==> src/hdl/gtp_dd_pkg.sv <==
// Shared types, register codes and arithmetic helpers for the go-to-pose
// differential drive controller. No dependencies.
`timescale 1ns / 1ps
`default_nettype none
package gtp_dd_pkg;

    // configuration register indexes
    localparam logic [2:0] CFG_DIST_TOL  = 3'd0;
    localparam logic [2:0] CFG_HEAD_TOL  = 3'd1;
    localparam logic [2:0] CFG_STEER_WIN = 3'd2;
    localparam logic [2:0] CFG_TURN_GAIN = 3'd3;
    localparam logic [2:0] CFG_DRIVE_SPD = 3'd4;

    localparam int CFG_INDEX_W = 3;
    localparam int CFG_DATA_W  = 16;

    // Q3.12 pi/2 and Q1.14 one
    localparam logic [12:0] HALF_PI_Q12 = 13'd6434;
    localparam int          DRIVE_ONE   = 16384;

    // CORDIC schedule: 17 micro-rotations, five per clock
    localparam int          CORDIC_STEPS    = 17;
    localparam int          STEPS_PER_CYCLE = 5;
    localparam logic [2:0]  CORDIC_LAST     = 3'd3;
    // divider: 24 quotient bits, four per clock
    localparam logic [2:0]  DIV_LAST        = 3'd5;

    // classified request passed from front to back
    typedef struct packed {
        logic signed [16:0] dx;
        logic signed [16:0] dy;
        logic signed [14:0] now_heading;
        logic signed [15:0] head_err;
        logic               near;
        logic               arrived;
    } gtp_dd_item_t;

    // arctangent table, units of 2^-16 rad
    function automatic logic [15:0] atan_entry(input logic [4:0] i);
        logic [15:0] v;
        unique case (i)
            5'd0:    v = 16'd51472;
            5'd1:    v = 16'd30386;
            5'd2:    v = 16'd16055;
            5'd3:    v = 16'd8150;
            5'd4:    v = 16'd4091;
            5'd5:    v = 16'd2047;
            5'd6:    v = 16'd1024;
            5'd7:    v = 16'd512;
            5'd8:    v = 16'd256;
            5'd9:    v = 16'd128;
            5'd10:   v = 16'd64;
            5'd11:   v = 16'd32;
            5'd12:   v = 16'd16;
            5'd13:   v = 16'd8;
            5'd14:   v = 16'd4;
            5'd15:   v = 16'd2;
            5'd16:   v = 16'd1;
            default: v = 16'd0;
        endcase
        return v;
    endfunction

    // clamp to plus or minus one in Q1.14
    function automatic logic signed [15:0] sat_drive(input logic signed [25:0] v);
        logic signed [15:0] r;
        if (v > 26'sd16384) begin
            r = 16'sd16384;
        end else if (v < -26'sd16384) begin
            r = -16'sd16384;
        end else begin
            r = v[15:0];
        end
        return r;
    endfunction

endpackage
`default_nettype wire

==> src/hdl/gtp_dd_queue.sv <==
// Two-entry request queue between front and back stages.
// Depends on gtp_dd_pkg.
`timescale 1ns / 1ps
`default_nettype none
module gtp_dd_queue (
    input  wire logic                      aclk,
    input  wire logic                      aresetn,
    input  wire logic                      wr_valid,
    output logic                           wr_ready,
    input  wire gtp_dd_pkg::gtp_dd_item_t  wr_item,
    output logic                           rd_valid,
    input  wire logic                      rd_ready,
    output gtp_dd_pkg::gtp_dd_item_t       rd_item
);
    import gtp_dd_pkg::*;

    gtp_dd_item_t mem_reg [2];
    logic         wr_ptr_reg;
    logic         rd_ptr_reg;
    logic [1:0]   count_reg;
    logic         push;
    logic         pop;

    assign wr_ready = (count_reg != 2'd2);
    assign rd_valid = (count_reg != 2'd0);
    assign rd_item  = mem_reg[rd_ptr_reg];
    assign push     = wr_valid && wr_ready;
    assign pop      = rd_valid && rd_ready;

    // pointers and fill count
    always_ff @(posedge aclk) begin
        if (!aresetn) begin
            wr_ptr_reg <= 1'b0;
            rd_ptr_reg <= 1'b0;
            count_reg  <= 2'd0;
        end else begin
            if (push) begin
                wr_ptr_reg <= !wr_ptr_reg;
            end
            if (pop) begin
                rd_ptr_reg <= !rd_ptr_reg;
            end
            if (push && !pop) begin
                count_reg <= count_reg + 2'd1;
            end else if (pop && !push) begin
                count_reg <= count_reg - 2'd1;
            end
        end
    end

    always_ff @(posedge aclk) begin
        if (push) begin
            mem_reg[wr_ptr_reg] <= wr_item;
        end
    end

endmodule
`default_nettype wire

==> config.mk <==
export PLATFORM = sky130hd
export DESIGN_NAME = gtp_dd_queue
export DESIGN_NICKNAME = d
export VERILOG_FILES = /design/src/hdl/gtp_dd_pkg.sv /design/src/hdl/gtp_dd_queue.sv
export SDC_FILE = /design/constraint.sdc
export NUM_CORES = 1
export LEC_CHECK = 0
export BUFFER_PORTS_ARGS = -buffer_cell sky130_fd_sc_hd__buf_2
export CORE_ASPECT_RATIO = 0.6
export CORE_MARGIN = 4
export CORE_UTILIZATION = 56
export CTS_CLUSTER_SIZE = 24
export DETAILED_ROUTE_END_ITERATION = 10
export GPL_TIMING_DRIVEN = 0
export PLACE_DENSITY = 0.85
export SLEW_MARGIN = 30
export SYNTH_ARGS = -nofsm -noshare
export SYNTH_HDL_FRONTEND = slang
export SYNTH_SLANG_ARGS = --single-unit
==> constraint.sdc <==
create_clock -name aclk -period 7.7 [get_ports aclk]
set_input_delay 1.155 -clock aclk [delete_from_list [all_inputs] [get_ports aclk]]
set_output_delay 1.155 -clock aclk [all_outputs]
set_load 0.02 [all_outputs]
=== Word level (Yosys, flattened, before mapping) ===
Memory sizes are Yosys's and may differ from the RTL's. A register that Yosys moved wholly into a read port is not among the register bits.
Cells that the tools add are included.

* Flip-flop bits (word level): 4
* RAM bits: 134
* Input port bits: 71
* Output and inout bits: 69
* Logic and storage cells: 23
* Memories kept: 1

{| class="wikitable"
|+ Memory list
! memory !! depth !! bits a word !! rd ports !! clocked after memory_dff !! wr ports !! line !! source
|-
| mem_reg || 2 || 67 || 1 || 1 || 1 || gtp_dd_queue.sv:17 || <nowiki>gtp_dd_item_t mem_reg [2];</nowiki>
|}

* $add $sub $neg: 2
* Equality and inequality tests: 1
* Mux-type cells: 6
* Reduce and logical (&&, ||, !) cells: 10

{| class="wikitable"
|+ Operators by type and width
! cell !! count
|-
| $logic_and 1x1->1 || 4
|-
| $logic_not 1->1 || 4
|-
| $mux 1 || 4
|-
| $mux 2 || 2
|-
| $reduce_bool 2->1 || 2
|-
| $add 2x1->2 const B || 1
|-
| $ne 2x2->1 const B || 1
|-
| $sub 2x1->2 const B || 1
|}

=== Logic depth before layout (Yosys ltp) ===
* Depth in word-level cells: 6
* Depth in mapped cells: 6

=== Worst setup path before layout ===
Ideal clock, no wire load.

* Path kind: input -> register
* Start point: input port wr_valid
* End point: memory mem_reg[1][0] (netlist name) (enable)
* Library setup time: 0.433 ns
* Arrival time: 2.777 ns
* Required time: 7.267 ns
* Path slack: 4.490 ns
* Stages on the path: 1
* Path through: and3_1

* Cells in the longest elaborated chain, start to end: 3

{| class="wikitable"
|+ RTL lines
! element !! line !! source
|-
| start, declared || gtp_dd_queue.sv:8 || <nowiki>input wire logic wr_valid,</nowiki>
|-
| $logic_and 1x1->1 || gtp_dd_queue.sv:27 || <nowiki>assign push = wr_valid && wr_ready;</nowiki>
|-
| $mux 1 || gtp_dd_queue.sv:52 || <nowiki>if (push) begin</nowiki>
|-
| $mux 1 (implied by the code) || gtp_dd_queue.sv:53 || <nowiki>mem_reg[wr_ptr_reg] <= wr_item;</nowiki>
|-
| end, declared || gtp_dd_queue.sv:17 ||
|}

No other way between the ends.

==> run_results.csv <==
group,metric,value,unit
timing,setup_viol,0,
synthesis,synthTopCellsByCount,"edfxtp_1, mux2_2, dfxtp_1",
synthesis,synth_cell_types,21,
timing,fmax,0.347,GHz
place,place_ws,5.24,ns
synthesis,ys_warn_count,0,
layout,final_nets,464,
floorplan,fp.dieH,81.8,um
synthesis,syn_inst,232,
layout,n_antenna_cell,0,
layout,largest_reg_flops,134,
synthesis,yosysSeqAreaShare,81.2,%
pwr,ir_drop,0.000244,V
clock_network,cts_tree,"built",
clock_network,cts_resized,0,
timing,period_needed,2.88,ns
pwr,power.leakage,2.47,nW
timing,rsz0062_at_grt,"no",
floorplan,core,8650,sq um
setup_path,arrival,1.73,ns
global_route,grt_pass1_wl,13.9,mm
timing,fin_crit_sh,37.4,%
global_route,grt_use_total,18.4,%
status,outcome,"completed",
timing,slew_violations,0,
floorplan,boundaryPins,140,
routing,drtIter0Drc,140,
routing,drt_pass1_iterations,4,
layout,drive_gt1_share,61.4,%
place,gp_congestion,0.748,
clock_network,hold_buffers,0,
synthesis,yosys.area.top_type,"edfxtp_1",
timing,fin_ws,4.82,ns
clock_network,cts.sinks,139,
place,dp.final_hpwl,6.19,mm
timing,skew,0.00501,ns
routing,wl,9.28,mm
setup_path,worstPathRequired,6.55,ns
floorplan,design.die.area,10700,sq um
synthesis,async_flop_share,0,%
clock_network,cts_made_buffers,17,
clock_network,clock-root-buffer,"clkbuf_16",
timing,tightest_slew,0.507,ns
timing,max_slew_margin,66.2,%
place,io_buffers,139,
routing,via_per_inst,5.11,
flow_run,drv_cap,0,
timing,hold_viol_final,0,
clock_network,cts_setup_buffers,0,
routing,routedWlPerCell,18.0,um
routing,ant_nets,0,
setup_path,cp_max_fo,10,
floorplan,num_rows,26,
synthesis,synth_edf_count,134,
routing,drcViolationCount,0,
synthesis,yosysTopAreaCellShare,79.3,%
global_route,grt_pass1_vias,2771,
routing,vias,2639,
min_path,hp-class,"reg -> reg",
synthesis,synth_nets,304,
global_route,grt_max_degree,49,
floorplan,dieWidth,131,um
synthesis,synth_area_leaders,"edfxtp_1, mux2_2, dfxtp_1, buf_6, and2_1",
pwr,power.density,355,nW/um^2
clock_network,clk_latency,0.41,ns
setup_path,critPathKind,"reg -> out",
setup_path,worst_setup_path_end_kind,"output port",
synthesis,synth-main-ff-cell,"edfxtp_1",
global_route,antenna_found_initial,0,
clock_network,htree_levels,4,
synthesis,syn_area_per_cell,21.9,sq um
setup_path,setup.worst_path.start_class,"register",
clock_network,clk_pin_slew,0.05,ns
global_route,gr-total-overflow,0,
synthesis,yosysMostFrequentCell,"edfxtp_1",
layout,syn2layout_area_growth,28.0,%
synthesis,synth_seq_cells,139,
timing,fin_tns_setup,0,ns
synthesis,synth.cell_area,5080,sq um
floorplan,initial_core_util,58.7,%
clock_network,clock_path_buffers,2,
[metrics by stage]
| stage | power (W) | util (%) | hold WS (ns) | std cells | instance area (sq um) |
|---|---|---|---|---|---|
| 2_1_floorplan | 0.00140 | - | 0.512 | 232 | 5080 |
| 3_3_place_gp | 0.00158 | 68.3 | 0.527 | 483 | 5910 |
| 3_5_place_dp | 0.00160 | 69.0 | 0.564 | 485 | 5970 |
| 4_1_cts | 0.00233 | 75.1 | 0.572 | 516 | 6500 |
| 5_1_grt | 0.00241 | 75.1 | 0.607 | 516 | 6500 |
| 6_report | 0.00231 | 75.1 | 0.583 | 516 | 6500 |
[worst max-delay path, stage by stage (launching register included)]
cell and delay, ns:
dfxtp_1 0.39, buf_4 0.24, buf_6 0.18, mux2_2 0.36, buf_2 0.16
[worst paths after layout]
check / startpoint / to / slack, ns / cells after the start
setup / recovery: register / rd_item[43] / 4.82 / 4
hold / removal: count_reg[1] / count_reg[1] / 0.58 / 2
setup reg to reg: count_reg[0] / mem_reg[1][30] / 5.96 / 3
hold reg to reg: count_reg[1] / count_reg[1] / 0.58 / 2
[cell usage in the layout (no fill, tap or decap), types with 2 or more instances in the layout]
cell type,count
buf_2,142
edfxtp_1,134
mux2_2,67
clkbuf_16,17
clkinv_2,6
dfxtp_1,5
and2_1,4
buf_6,3
clkinv_1,3
clkinv_4,3
xnor2_1,2
[cell families (layout without fill, tap and decap cells)]
kind of cell	Yosys count	count (layout)	synth area share, %
AOI/OAI and AO/OA	5	5	0.690
xor gates and xnor gates	3	3	0.518
adders and majority gates	1	1	0.246
buffers and inverters	8	180	1.18
DFF	139	139	81.2
muxes	67	67	14.9
and+or+nand+nor	9	9	1.28
[layout make-up]
class | count | area, sq um
clock buffers | 17 | 425
plain buffers | 7 | 56.3
flip-flops and latches | 139 | 4120
multi-input cells | 85 | 898
clock inverters | 14 | 106
fillers | 505 | 2150
inverters | 1 | 6.26
repair buffers | 141 | 743
well taps | 112 | 140
[report_power, final]
group	total [W]	switching, W	internal, W
Combinational	0.000611	0.000357	0.000253
Sequential	0.000974	0.0000286	0.000945
Clock	0.000723	0.000287	0.000436
Total	0.00231	0.000672	0.00163
[routing by layer]
metal,up-vias,track usage [%],share of wire [%]
met1,1278,22.0,40
met2,105,28.8,47
met4,0,8.01,1.6
met3,15,8.84,12
li1,1241,-,-
met5,-,0,0
(Power assumes the default switching activity.)
