==> config.mk <==
export PLATFORM = sky130hd
export DESIGN_NAME = gtp_dd_front
export DESIGN_NICKNAME = d
export VERILOG_FILES = /design/src/hdl/gtp_dd_pkg.sv /design/src/hdl/gtp_dd_front.sv
export SDC_FILE = /design/constraint.sdc
export NUM_CORES = 1
export LEC_CHECK = 0
export BUFFER_PORTS_ARGS = -buffer_cell sky130_fd_sc_hd__buf_2
export CAP_MARGIN = 10
export CORE_MARGIN = 3
export CORE_UTILIZATION = 58
export DETAILED_ROUTE_END_ITERATION = 8
export PLACE_DENSITY = 0.88
export SLEW_MARGIN = 20
export SYNTH_ARGS = -nofsm -noshare
export SYNTH_HDL_FRONTEND = slang
export SYNTH_SLANG_ARGS = --single-unit
==> constraint.sdc <==
create_clock -name aclk -period 7.3 [get_ports aclk]
set_input_delay 0.73 -clock aclk [delete_from_list [all_inputs] [get_ports aclk]]
set_output_delay 0.73 -clock aclk [all_outputs]
set_load 0.02 [all_outputs]
==> src/hdl/gtp_dd_pkg.sv <==
// Shared types, register codes and arithmetic helpers for the go-to-pose
// differential drive controller. No dependencies.
`timescale 1ns / 1ps
`default_nettype none
package gtp_dd_pkg;

    // configuration register indexes
    localparam logic [2:0] CFG_DIST_TOL  = 3'd0;
    localparam logic [2:0] CFG_HEAD_TOL  = 3'd1;
    localparam logic [2:0] CFG_STEER_WIN = 3'd2;
    localparam logic [2:0] CFG_TURN_GAIN = 3'd3;
    localparam logic [2:0] CFG_DRIVE_SPD = 3'd4;

    localparam int CFG_INDEX_W = 3;
    localparam int CFG_DATA_W  = 16;

    // Q3.12 pi/2 and Q1.14 one
    localparam logic [12:0] HALF_PI_Q12 = 13'd6434;
    localparam int          DRIVE_ONE   = 16384;

    // CORDIC schedule: 17 micro-rotations, five per clock
    localparam int          CORDIC_STEPS    = 17;
    localparam int          STEPS_PER_CYCLE = 5;
    localparam logic [2:0]  CORDIC_LAST     = 3'd3;
    // divider: 24 quotient bits, four per clock
    localparam logic [2:0]  DIV_LAST        = 3'd5;

    // classified request passed from front to back
    typedef struct packed {
        logic signed [16:0] dx;
        logic signed [16:0] dy;
        logic signed [14:0] now_heading;
        logic signed [15:0] head_err;
        logic               near;
        logic               arrived;
    } gtp_dd_item_t;

    // arctangent table, units of 2^-16 rad
    function automatic logic [15:0] atan_entry(input logic [4:0] i);
        logic [15:0] v;
        unique case (i)
            5'd0:    v = 16'd51472;
            5'd1:    v = 16'd30386;
            5'd2:    v = 16'd16055;
            5'd3:    v = 16'd8150;
            5'd4:    v = 16'd4091;
            5'd5:    v = 16'd2047;
            5'd6:    v = 16'd1024;
            5'd7:    v = 16'd512;
            5'd8:    v = 16'd256;
            5'd9:    v = 16'd128;
            5'd10:   v = 16'd64;
            5'd11:   v = 16'd32;
            5'd12:   v = 16'd16;
            5'd13:   v = 16'd8;
            5'd14:   v = 16'd4;
            5'd15:   v = 16'd2;
            5'd16:   v = 16'd1;
            default: v = 16'd0;
        endcase
        return v;
    endfunction

    // clamp to plus or minus one in Q1.14
    function automatic logic signed [15:0] sat_drive(input logic signed [25:0] v);
        logic signed [15:0] r;
        if (v > 26'sd16384) begin
            r = 16'sd16384;
        end else if (v < -26'sd16384) begin
            r = -16'sd16384;
        end else begin
            r = v[15:0];
        end
        return r;
    endfunction

endpackage
`default_nettype wire

==> src/hdl/gtp_dd_front.sv <==
// Front stage: takes a pose request, forms position and heading errors and
// classifies it (near target, arrived). Depends on gtp_dd_pkg.
`timescale 1ns / 1ps
`default_nettype none
module gtp_dd_front (
    input  wire logic                      aclk,
    input  wire logic                      aresetn,
    input  wire logic                      s_valid,
    output logic                           s_ready,
    input  wire logic signed [15:0]        s_now_x,
    input  wire logic signed [15:0]        s_now_y,
    input  wire logic signed [14:0]        s_now_heading,
    input  wire logic signed [15:0]        s_goal_x,
    input  wire logic signed [15:0]        s_goal_y,
    input  wire logic signed [14:0]        s_goal_heading,
    input  wire logic [14:0]               dist_tol,
    input  wire logic [13:0]               head_tol,
    output logic                           item_valid,
    input  wire logic                      item_ready,
    output gtp_dd_pkg::gtp_dd_item_t       item
);
    import gtp_dd_pkg::*;

    logic         valid_reg;
    gtp_dd_item_t item_reg;
    gtp_dd_item_t item_next;

    logic signed [16:0] dx;
    logic signed [16:0] dy;
    logic signed [15:0] herr;
    logic [16:0]        adx;
    logic [16:0]        ady;
    logic [15:0]        aherr;

    // errors and classification
    always_comb begin
        dx    = {s_now_x[15], s_now_x} - {s_goal_x[15], s_goal_x};
        dy    = {s_now_y[15], s_now_y} - {s_goal_y[15], s_goal_y};
        herr  = {s_now_heading[14], s_now_heading} - {s_goal_heading[14], s_goal_heading};
        adx   = dx[16] ? 17'(-dx) : 17'(dx);
        ady   = dy[16] ? 17'(-dy) : 17'(dy);
        aherr = herr[15] ? 16'(-herr) : 16'(herr);
        item_next.dx          = dx;
        item_next.dy          = dy;
        item_next.now_heading = s_now_heading;
        item_next.head_err    = herr;
        item_next.near        = (adx <= {2'b00, dist_tol}) && (ady <= {2'b00, dist_tol});
        item_next.arrived     = item_next.near && (aherr <= {2'b00, head_tol});
    end

    assign s_ready    = !valid_reg || item_ready;
    assign item_valid = valid_reg;
    assign item       = item_reg;

    // output register toward the queue
    always_ff @(posedge aclk) begin
        if (!aresetn) begin
            valid_reg <= 1'b0;
        end else if (s_ready) begin
            valid_reg <= s_valid;
        end
    end

    always_ff @(posedge aclk) begin
        if (s_valid && s_ready) begin
            item_reg <= item_next;
        end
    end

endmodule
`default_nettype wire

# Word-level counts from Yosys, hierarchy flattened
# Cells that the tools add are included.
# totals
mem_bits_ro	0
ram_bits	0
regBits	68
word_cells	24
memories	0
latch_bits	0
output_inout_bits	69
# op_classes
eq_ne	0
reduce_logical	5
order_cmp	3
n_mux	3
div_mod_pow	0
n_bitwise	0
n_addsub	6
mul	0
shift	0
# ops
operator	n
$le 17x15->1	2
$mux 17	2
$neg 17->17	2
$sub 16x16->17	2
$le 16x14->1	1
$mux 16	1
$neg 16->16	1
$sub 15x15->16	1
$logic_and 1x1->1	3
$logic_not 1->1	1
$logic_or 1x1->1	1

# Logic depth before layout (Yosys ltp)
# Gate-level depths: netlist of the first run.
# logic_depth
word_depth	6
depth_mapped	24
depth_no_buf	23

# Worst setup path before layout of the first run
# Ideal clock, no wire load.
# synth_timing
path_type	input -> register
startpoint	input port s_goal_y[5]
endpoint	register item_reg (netlist bit item[0]), data pin
t_required_ps	7130
setup_ps	170
t_arrival_ps	4697
cell_stages	22
path_slack_ps	2433
n_path_buf	2
cell_sequence	inv_1 ha_1 clkbuf_1 and3_1 a22oi_1 a31oi_1 a211oi_1 nand2b_1 a31oi_1 clkbuf_1 nor2_1 xnor2_1 ha_1 a21o_1 a21o_1 a21oi_1 o21ai_0 a21o_1 a21o_1 a32o_1 o21bai_1 nor4_2
# synth_lines
element	line_no	rtl
from (decl)	gtp_dd_front.sv:14	input wire logic signed [15:0] s_goal_y,
to (signal assigned)	gtp_dd_front.sv:66	item_reg <= item_next;
to (decl)	gtp_dd_front.sv:25	gtp_dd_item_t item_reg;

==> reports/qor.yml, run 1 <==
arrival_ns: 5.23
synthCells: 783
clockPowerShare_pct: 29.4
core_area_sq_um: 11600
antenna_found_initial: 1
finalSetupViolCount: 0
nNetsFinal: 1197
syn_area_sq_um: 6930
cts.clk_slew.worst_paths_ns: 0.06
layout_common_cells: "195 x buf_2, 111 x inv_1, 94 x ha_1, 67 x edfxtp_1, 54 x nor2_1"
postCtsSetupBuffers: 0
period_share_pct: 69.2
cp-startpoint: "s_now_y[0]"
num_vias: 6514
insertion_delay_ns: 0.35
fp.dieH_um: 115
portBuffers: 195
cp-end-kind: "register"
ioPinCount: 196
max_slew_margin_pct: 40.8
crit_type: "primary input to register"
grt_pass1_vias: 6157
status: "finished clean"
clock-sinks: 68
fp.dieArea_sq_um: 13300
fmax_mhz: 198
tightestPinTransition_ns: 0.888
fin_skew_ns: 0.00407
crit_path_max_incr_delay_ns: 0.54
drive_gt1_share_pct: 23.2
power.density_nw_per_um2: 219
combPwrFrac_pct: 43.3
async_flop_share_pct: 0
synth_area_per_cell_sq_um: 8.85
wl_per_cell_um: 15.8
cts_root_buf: "clkbuf_16"
synthToLayoutAreaGrowth_pct: 21.3
finalCriticalPeriod_ns: 5.05
htree_levels: 3
slew_viol_final: 0
cts_tree: "built"
cp-start-kind: "primary input"
power_leakage_nw: 4.12
grt_pass1_wl_mm: 28.2
drc: 0
switching_power_w: 0.000652
synth_edf_count: 67
numCtsBuffers: 9
seq_power_share_pct: 27.3
critPathMaxFanout: 4
final_cells: 1122
internal_power_w: 0.00119
hold_class: "register to register"
synth_nets: 1007
synth_cell_types: 77
hold_viol_final: 0
final_area_sq_um: 8400
num_rows: 39
layout_commonest_cell: "buf_2"
final_antenna_net_count: 0
largest_reg_flops: 67
cp.required_ns: 7.48
yosysSeqAreaShare_pct: 29.3
die-width_um: 115
cpMostUsedCell: "a21o_1"
min-delay-start: "item_valid"
rsz0062_at_grt: "false"
yosysWarningCount: 0
place_area_sq_um: 8030
place.gp.congestion: 0.915
synth-seq-cells: 68
wl_mm: 17.8
crit_slowest_cell: "nor4_1"
cts-hold-fix-buffers: 0
timing.rr.start: "item_valid"
dp.cells: 1105
gr-usage-all-layers_pct: 26.6
path_cells: "buf_2 -> inv_1 -> ha_1 -> inv_1 -> fa_1 -> a21o_1 -> a221oi_1 -> xnor2_1 -> nor4_1 -> nand3_1 -> nor2_1 -> a21oi_1 -> xor2_1 -> ha_1 -> a21o_1 -> a21oi_1 -> o21ai_0 -> a21o_1 -> a21o_1 -> a32o_1 -> o21bai_1 -> nor4_2"
setup_tns_ns: 0
ir_drop_v: 0.000128
fin_util_pct: 72.6
clockBufferDepth: 2
routed_via_density: 5.81
hpwl_mm: 14.1
first_iter_violations: 500
swShare_pct: 35.5
initial_core_util_pct: 59.9
cts.repair.resized: 0
ys.flop_type: "edfxtp_1"
grt_max_degree: 68
first_pass_iters: 5
gr-total-overflow: 0
maxCapViolations: 0
-- critical path, delay by kind of cell --
kind            cells  cell delay, ns
xor+xnor            2            0.34
buf+inv             3            0.19
simple gates        4            1.21
fa+ha+maj           3            0.85
compound gates     10            1.91
-- layer usage --
metal  routed length [um]  track usage, %
met2                 9120            47.9
met4                  274            7.82
met1                 7030            31.0
met3                 1350            6.84
met5                    0               0
-- layout make-up --
class / count / area (sq um)
inverters: 111 / 417
repair buffers: 197 / 991
well taps: 143 / 179
flip-flops and latches: 68 / 2030
diodes: 1 / 2.50
clock inverters: 3 / 90.1
fillers: 910 / 3170
clock buffers: 13 / 280
multi-input cells: 586 / 4410
-- per-stage QoR --
| step | total power (W) | setup slack (ns) | hold WS [ns] |
|---|---|---|---|
| after global routing | 0.00195 | 1.86 | 0.545 |
| final | 0.00184 | 2.25 | 0.525 |
| after floorplan | 0.00108 | 2.43 | 0.750 |
| after CTS | 0.00184 | 2.27 | 0.530 |
| after detailed placement | 0.00129 | 2.00 | 0.519 |
| after global placement | 0.00127 | 2.14 | 0.513 |
-- worst paths after layout --
path           endpoint  slack (ns)  depth (start not counted)
max             item[0]        2.25                         22
min          item_valid        0.52                          2
min reg2reg  item_valid        0.52                          2
max reg2reg    item[38]        5.67                          3
-- Yosys cell counts, drive strengths merged, types with 9 or more instances --
cell type,count,area share [%]
xor2,29,3.7
inv,111,6.0
nor2b,21,1.9
edfxtp,67,29
ha,94,17
nand2,34,1.8
a21o,22,2.4
a21oi,48,3.5
a31oi,9,0.81
nand4,10,0.90
nor2,54,2.9
nor3,23,1.7
xnor2,33,4.2
and2,9,0.81
o21a,12,1.3
nand3,17,1.2
clkbuf,15,0.81
o21ai,39,2.8
nand2b,10,0.90
-- power groups by stage --
| stage | sequential [W] | combinational (W) | clock [W] |
|---|---|---|---|
| after detailed placement | 0.000509 | 0.000781 | 0 |
| after global placement | 0.000508 | 0.000760 | 0 |
| after CTS | 0.000502 | 0.000791 | 0.000545 |
| after global routing | 0.000505 | 0.000887 | 0.000560 |
| final | 0.000501 | 0.000795 | 0.000541 |
| after floorplan | 0.000563 | 0.000521 | 0 |
-- cell families after synthesis --
logic type | after synthesis | synth area share, %
buffers and inverters | 129 | 7.04
flip-flops | 68 | 29.3
AO/OA/AOI/OAI | 204 | 20.6
XOR/XNOR | 62 | 7.84
multiplexers | 4 | 0.596
AND/OR/NAND/NOR | 219 | 16.7
adder cells (fa/ha/maj) | 97 | 17.8
(Power assumes the default switching activity.)
==> run 2: changes to the inputs <==
- CORE_UTILIZATION: 58 -> 49
- PLACE_DENSITY: 0.88 -> 0.79
- clock period: 7.3 -> 4.2 ns (I/O delays scaled with it)
==> reports/qor.yml, run 2 (same netlist as run 1, synthesis figures left out) <==
die-width_um: 125  # +8.3%
crit_type: "primary input to register"
drc: 0  # unchanged
grt_max_degree: 68  # unchanged
gr-usage-all-layers_pct: 23.4  # -3.2 points
cts.clk_slew.worst_paths_ns: 0.06  # about the same
violations: "setup timing"
fin_skew_ns: 0.00532  # +0.00124 ns
clockBufferDepth: 2  # unchanged
finalSetupViolCount: 2  # +2
fillerInstances: 1058  # +16%
period_share_pct: 102
routed_via_density: 5.49  # -5.5%
status: "finished with violations"
htree_levels: 3  # unchanged
fmax_mhz: 233
hpwl_mm: 15.0  # +6.9%
cts-hold-fix-buffers: 0  # unchanged
num_vias: 7043  # +8.1%
final_antenna_net_count: 0  # unchanged
reg2reg_to: "item[32]"
cts_tree: "built"
cts_root_buf: "clkbuf_16"
maxCapViolations: 0  # unchanged
timing.rr.start: "item_valid"
hold_depth: 1  # -1
hold_viol_final: 0  # unchanged
max_slew_margin_pct: 39.9  # -0.86 points
grt_pass1_wl_mm: 30.6  # +8.5%
largest_reg_flops: 67  # unchanged
arrival_ns: 4.46  # -0.77 ns
ir_drop_v: 0.000193  # +51%
core_area_sq_um: 13500  # +17%
layout_commonest_cell: "buf_2"
min-delay-start: "s_now_heading[0]"
synthToLayoutAreaGrowth_pct: 36.9
ioPinCount: 196  # unchanged
clock-sinks: 68  # unchanged
wl_per_cell_um: 15.0  # -5.6%
drive_gt1_share_pct: 33.8  # +11 points
gr-total-overflow: 0  # unchanged
finalCriticalPeriod_ns: 4.29
power_leakage_nw: 4.74  # +15%
n_antenna_cell: 0  # -1
rsz0062_at_grt: "true"
hold_ws_ns: 0.267  # -0.258 ns
first_pass_iters: 5  # unchanged
nNetsFinal: 1327  # +11%
cp-start-kind: "primary input"
cp.required_ns: 4.37  # -3.11 ns
place_worst_setup_slack_ns: -0.360  # -2.36 ns
fp.dieArea_sq_um: 15600  # +17%
numCtsBuffers: 9  # unchanged
worst_slack_ns: -0.0907  # -2.34 ns
first_iter_violations: 519  # +3.8%
antenna_found_initial: 1  # unchanged
tightestPinTransition_ns: 0.901  # +0.0129 ns
fin_util_pct: 70.2  # -2.4 points
insertion_delay_ns: 0.34  # about the same
power.density_nw_per_um2: 356  # +63%
initial_core_util_pct: 51.3  # -8.6 points
hold_class: "primary input to register"
fp.dieH_um: 125  # +8.3%
critPathMaxFanout: 2  # -2
hold_path_end: "item[18]"
reg2regPathDepth: 2  # -1
grt_pass1_vias: 6714  # +9.0%
rrSetupSlack_ns: 2.63  # -3.04 ns
cp-end-kind: "register"
place.gp.congestion: 0.919  # +0.48%
slew_viol_final: 0  # unchanged
layout_common_cells: "194 x buf_2, 131 x buf_4, 108 x inv_1, 93 x ha_1, 67 x edfxtp_1"
wl_mm: 19.2  # +8.0%
portBuffers: 195  # unchanged
num_rows: 42  # +7.7%
==> run 2: cell type report <==
cell class	instances	area [sq um]	share of cell area, %
Clock buffer	9	225	2.38
Clock inverter	7	91.3	0.963
Inverter	111	419	4.42
Multi-Input combinational cell	586	4520	47.6
Sequential cell	68	2030	21.4
Tap cell	176	220	2.32
Timing Repair Buffer	327	1980	20.8
==> run 2: worst max-delay path by stage <==
stage | slack, ns | cells past startpoint | end | from
4_1_cts | 0.03 | 24 | item[0] | s_now_y[0]
2_1_floorplan | -0.07 | 23 | item[0] | s_now_y[0]
6_report | -0.09 | 22 | item[0] | s_now_y[0]
3_3_place_gp | -0.25 | 24 | item[0] | s_now_y[0]
5_1_grt | -0.26 | 22 | item[0] | s_now_y[0]
3_5_place_dp | -0.36 | 23 | item[0] | s_now_y[0]
==> run 2: report_power, final <==
group / switching (W) / total (W) / internal [W]
logic: 0.000896 / 0.00168 / 0.000783
registers: 0.0000216 / 0.000872 / 0.000851
clock network: 0.000310 / 0.000827 / 0.000517
==> run 2: routing by layer <==
metal,routed length (um),vias up,global-route usage [%]
met5,13,-,0
met3,1390,42,5.96
met1,7800,3238,27.8
met2,9520,275,41.3
li1,-,3486,-
met4,469,2,7.53
==> run 2: through the flow <==
stage	setup TNS, ns	area (sq um)	instances	total power, W
floorplan	-0.0714	7000	783	0.00190
global placement	-0.356	9070	1263	0.00245
detailed placement	-0.548	9070	1263	0.00248
CTS	0	9390	1279	0.00333
global route	-0.445	9480	1284	0.00359
finish	-0.145	9480	1284	0.00338
==> run 2: timing repair <==
item,4_1_cts,5_1_grt
setup endpoints to repair,1,2
pin swaps,0,6
setup buffers,0,5
resized for setup,1,15
==> run 2: critical path, cell delays in order <==
cell      delay (ns)
buf_6           0.10
inv_4           0.04
ha_4            0.13
inv_2           0.03
fa_2            0.33
a21o_1          0.22
a221oi_2        0.30
xnor2_1         0.15
nor4_2          0.33
nand3_1         0.17
buf_4           0.17
or2_1           0.22
o21a_1          0.18
xor2_1          0.15
ha_1            0.31
a21oi_2         0.17
o21ai_1         0.10
a21o_1          0.18
a21o_1          0.19
a32o_2          0.30
o21bai_1        0.17
nor4_2          0.12
==> run 3: changes to the inputs <==
- CORE_UTILIZATION: 49 -> 50
- CTS_BUF_LIST: not set -> sky130_fd_sc_hd__clkbuf_4
- PLACE_DENSITY: 0.79 -> 0.8
- SKIP_CTS_REPAIR_TIMING: not set -> 1
==> reports/qor.yml, run 3 (same netlist as run 1, synthesis figures left out) <==
status: "finished clean"
hold_class: "primary input to register"
first_iter_violations: 529  # +1.9%
hold_ws_ns: 0.182  # -0.0846 ns
place.gp.congestion: 0.934  # +1.6%
final_area_sq_um: 9260  # -2.3%
hpwl_mm: 14.9  # -0.91%
clock-sinks: 68  # unchanged
arrival_ns: 4.40  # -0.06 ns
final_antenna_net_count: 0  # unchanged
gr-total-overflow: 0  # unchanged
numCtsBuffers: 9  # unchanged
n_antenna_cell: 0  # unchanged
grt_pass1_vias: 6664  # -0.74%
period_share_pct: 98.5  # -3.7 points
insertion_delay_ns: 0.42  # +0.08 ns
ir_drop_v: 0.000176  # -8.8%
cp-end-kind: "register"
first_pass_iters: 7  # +2
fp.dieArea_sq_um: 15300  # -1.9%
timing.rr.start: "item_valid"
slew_viol_final: 0  # unchanged
cp.required_ns: 4.46  # +0.09 ns
place_area_sq_um: 9080  # about the same
power.density_nw_per_um2: 323  # -9.3%
cp-start-kind: "primary input"
maxCapViolations: 0  # unchanged
portBuffers: 195  # unchanged
antenna_found_initial: 1  # unchanged
place_worst_setup_slack_ns: -0.380  # -0.0196 ns
cts.clk_slew.worst_paths_ns: 0.12  # +0.06 ns
drive_gt1_share_pct: 33.1  # -0.72 points
layout_common_cells: "195 x buf_2, 129 x buf_4, 110 x inv_1, 93 x ha_1, 67 x edfxtp_1"
wl_per_cell_um: 14.2  # -4.7%
initial_core_util_pct: 51.7  # +0.40 points
cp-startpoint: "s_now_y[0]"
crit_type: "primary input to register"
finalSetupViolCount: 0  # -2
fp.dieH_um: 124  # -0.96%
cts_root_buf: "clkbuf_4"
hold_viol_final: 0  # unchanged
grt_max_degree: 68  # unchanged
critPathMaxFanout: 3  # +1
fin_skew_ns: 0.0139  # +0.00863 ns
htree_levels: 3  # unchanged
synthToLayoutAreaGrowth_pct: 33.7
nNetsFinal: 1324  # -0.23%
wl_mm: 18.3  # -4.9%
power_leakage_nw: 4.65  # -1.8%
ioPinCount: 196  # unchanged
drc: 0  # unchanged
min-delay-start: "s_now_heading[0]"
core_area_sq_um: 13400  # -0.78%
layout_commonest_cell: "buf_2"
num_rows: 42  # unchanged
fmax_mhz: 242  # +3.8%
gr-usage-all-layers_pct: 23.6  # +0.19 points
finalCriticalPeriod_ns: 4.14  # -0.155 ns
tightestPinTransition_ns: 0.895  # -0.00612 ns
worst_slack_ns: 0.0645  # +0.155 ns
num_vias: 6967  # -1.1%
rsz0062_at_grt: "true"
clockBufferDepth: 2  # unchanged
max_slew_margin_pct: 40.3  # +0.41 points
routed_via_density: 5.44  # -0.85%
fillerInstances: 1117  # +5.6%
die-width_um: 124  # -0.96%
grt_pass1_wl_mm: 29.3  # -4.2%
largest_reg_flops: 67  # unchanged
cts_tree: "built"
==> run 3: worst max-delay path: stages <==
cell and delay [ns]:
buf_2 0.10, inv_1 0.05, ha_2 0.17, inv_1 0.05
fa_2 0.33, a21o_1 0.22, a221oi_2 0.24, xnor2_1 0.14
nor4_2 0.33, nand3_1 0.18, nor2_2 0.17, nor2_2 0.05
xnor2_1 0.13, ha_1 0.32, a21o_1 0.16, a21o_1 0.18
a21oi_2 0.15, o21ai_0 0.10, a21o_1 0.18, a21o_1 0.17
a32o_1 0.27, o21bai_1 0.17, nor4_2 0.13
==> run 3: final timing paths <==
path,end,slack [ns],cells past startpoint
min,item[18],0.18,1
max,item[0],0.06,23
max reg2reg,item[60],2.63,2
min reg2reg,item_valid,0.57,2
==> run 3: report_power, final <==
part	internal, W	total, W	switching (W)
Clock	0.000243	0.000493	0.000249
Sequential	0.000849	0.000870	0.0000210
Combinational	0.000757	0.00163	0.000872
==> run 3: per-stage QoR <==
stage | instances | util, % | setup TNS (ns) | total power (W)
after floorplan | 783 | - | -0.0714 | 0.00190
after global placement | 1264 | 67.7 | -0.390 | 0.00245
after detailed placement | 1264 | 67.7 | -0.568 | 0.00249
after CTS | 1280 | 68.9 | 0 | 0.00299
after global routing | 1281 | 69.1 | -0.336 | 0.00322
final | 1281 | 69.1 | 0 | 0.00299
==> run 3: area by class of cell <==
class                      instances  area [sq um]  share of cell area [%]
sequential                        68          2030                    21.9
multi-input combinational        586          4490                    48.5
clock inverter                     6          80.1                   0.865
inverter                         111           417                    4.50
timing repair buffer             324          1940                    21.0
clock buffer                      10          75.1                   0.810
tap                              176           220                    2.38
==> run 3: metal layers <==
metal | vias up | GRT usage [%] | routed length (um)
met3 | 32 | 3.68 | 1110
met2 | 243 | 42.4 | 9110
li1 | 3486 | - | -
met1 | 3204 | 29.2 | 7690
met4 | 2 | 6.51 | 332
met5 | - | 0 | 17
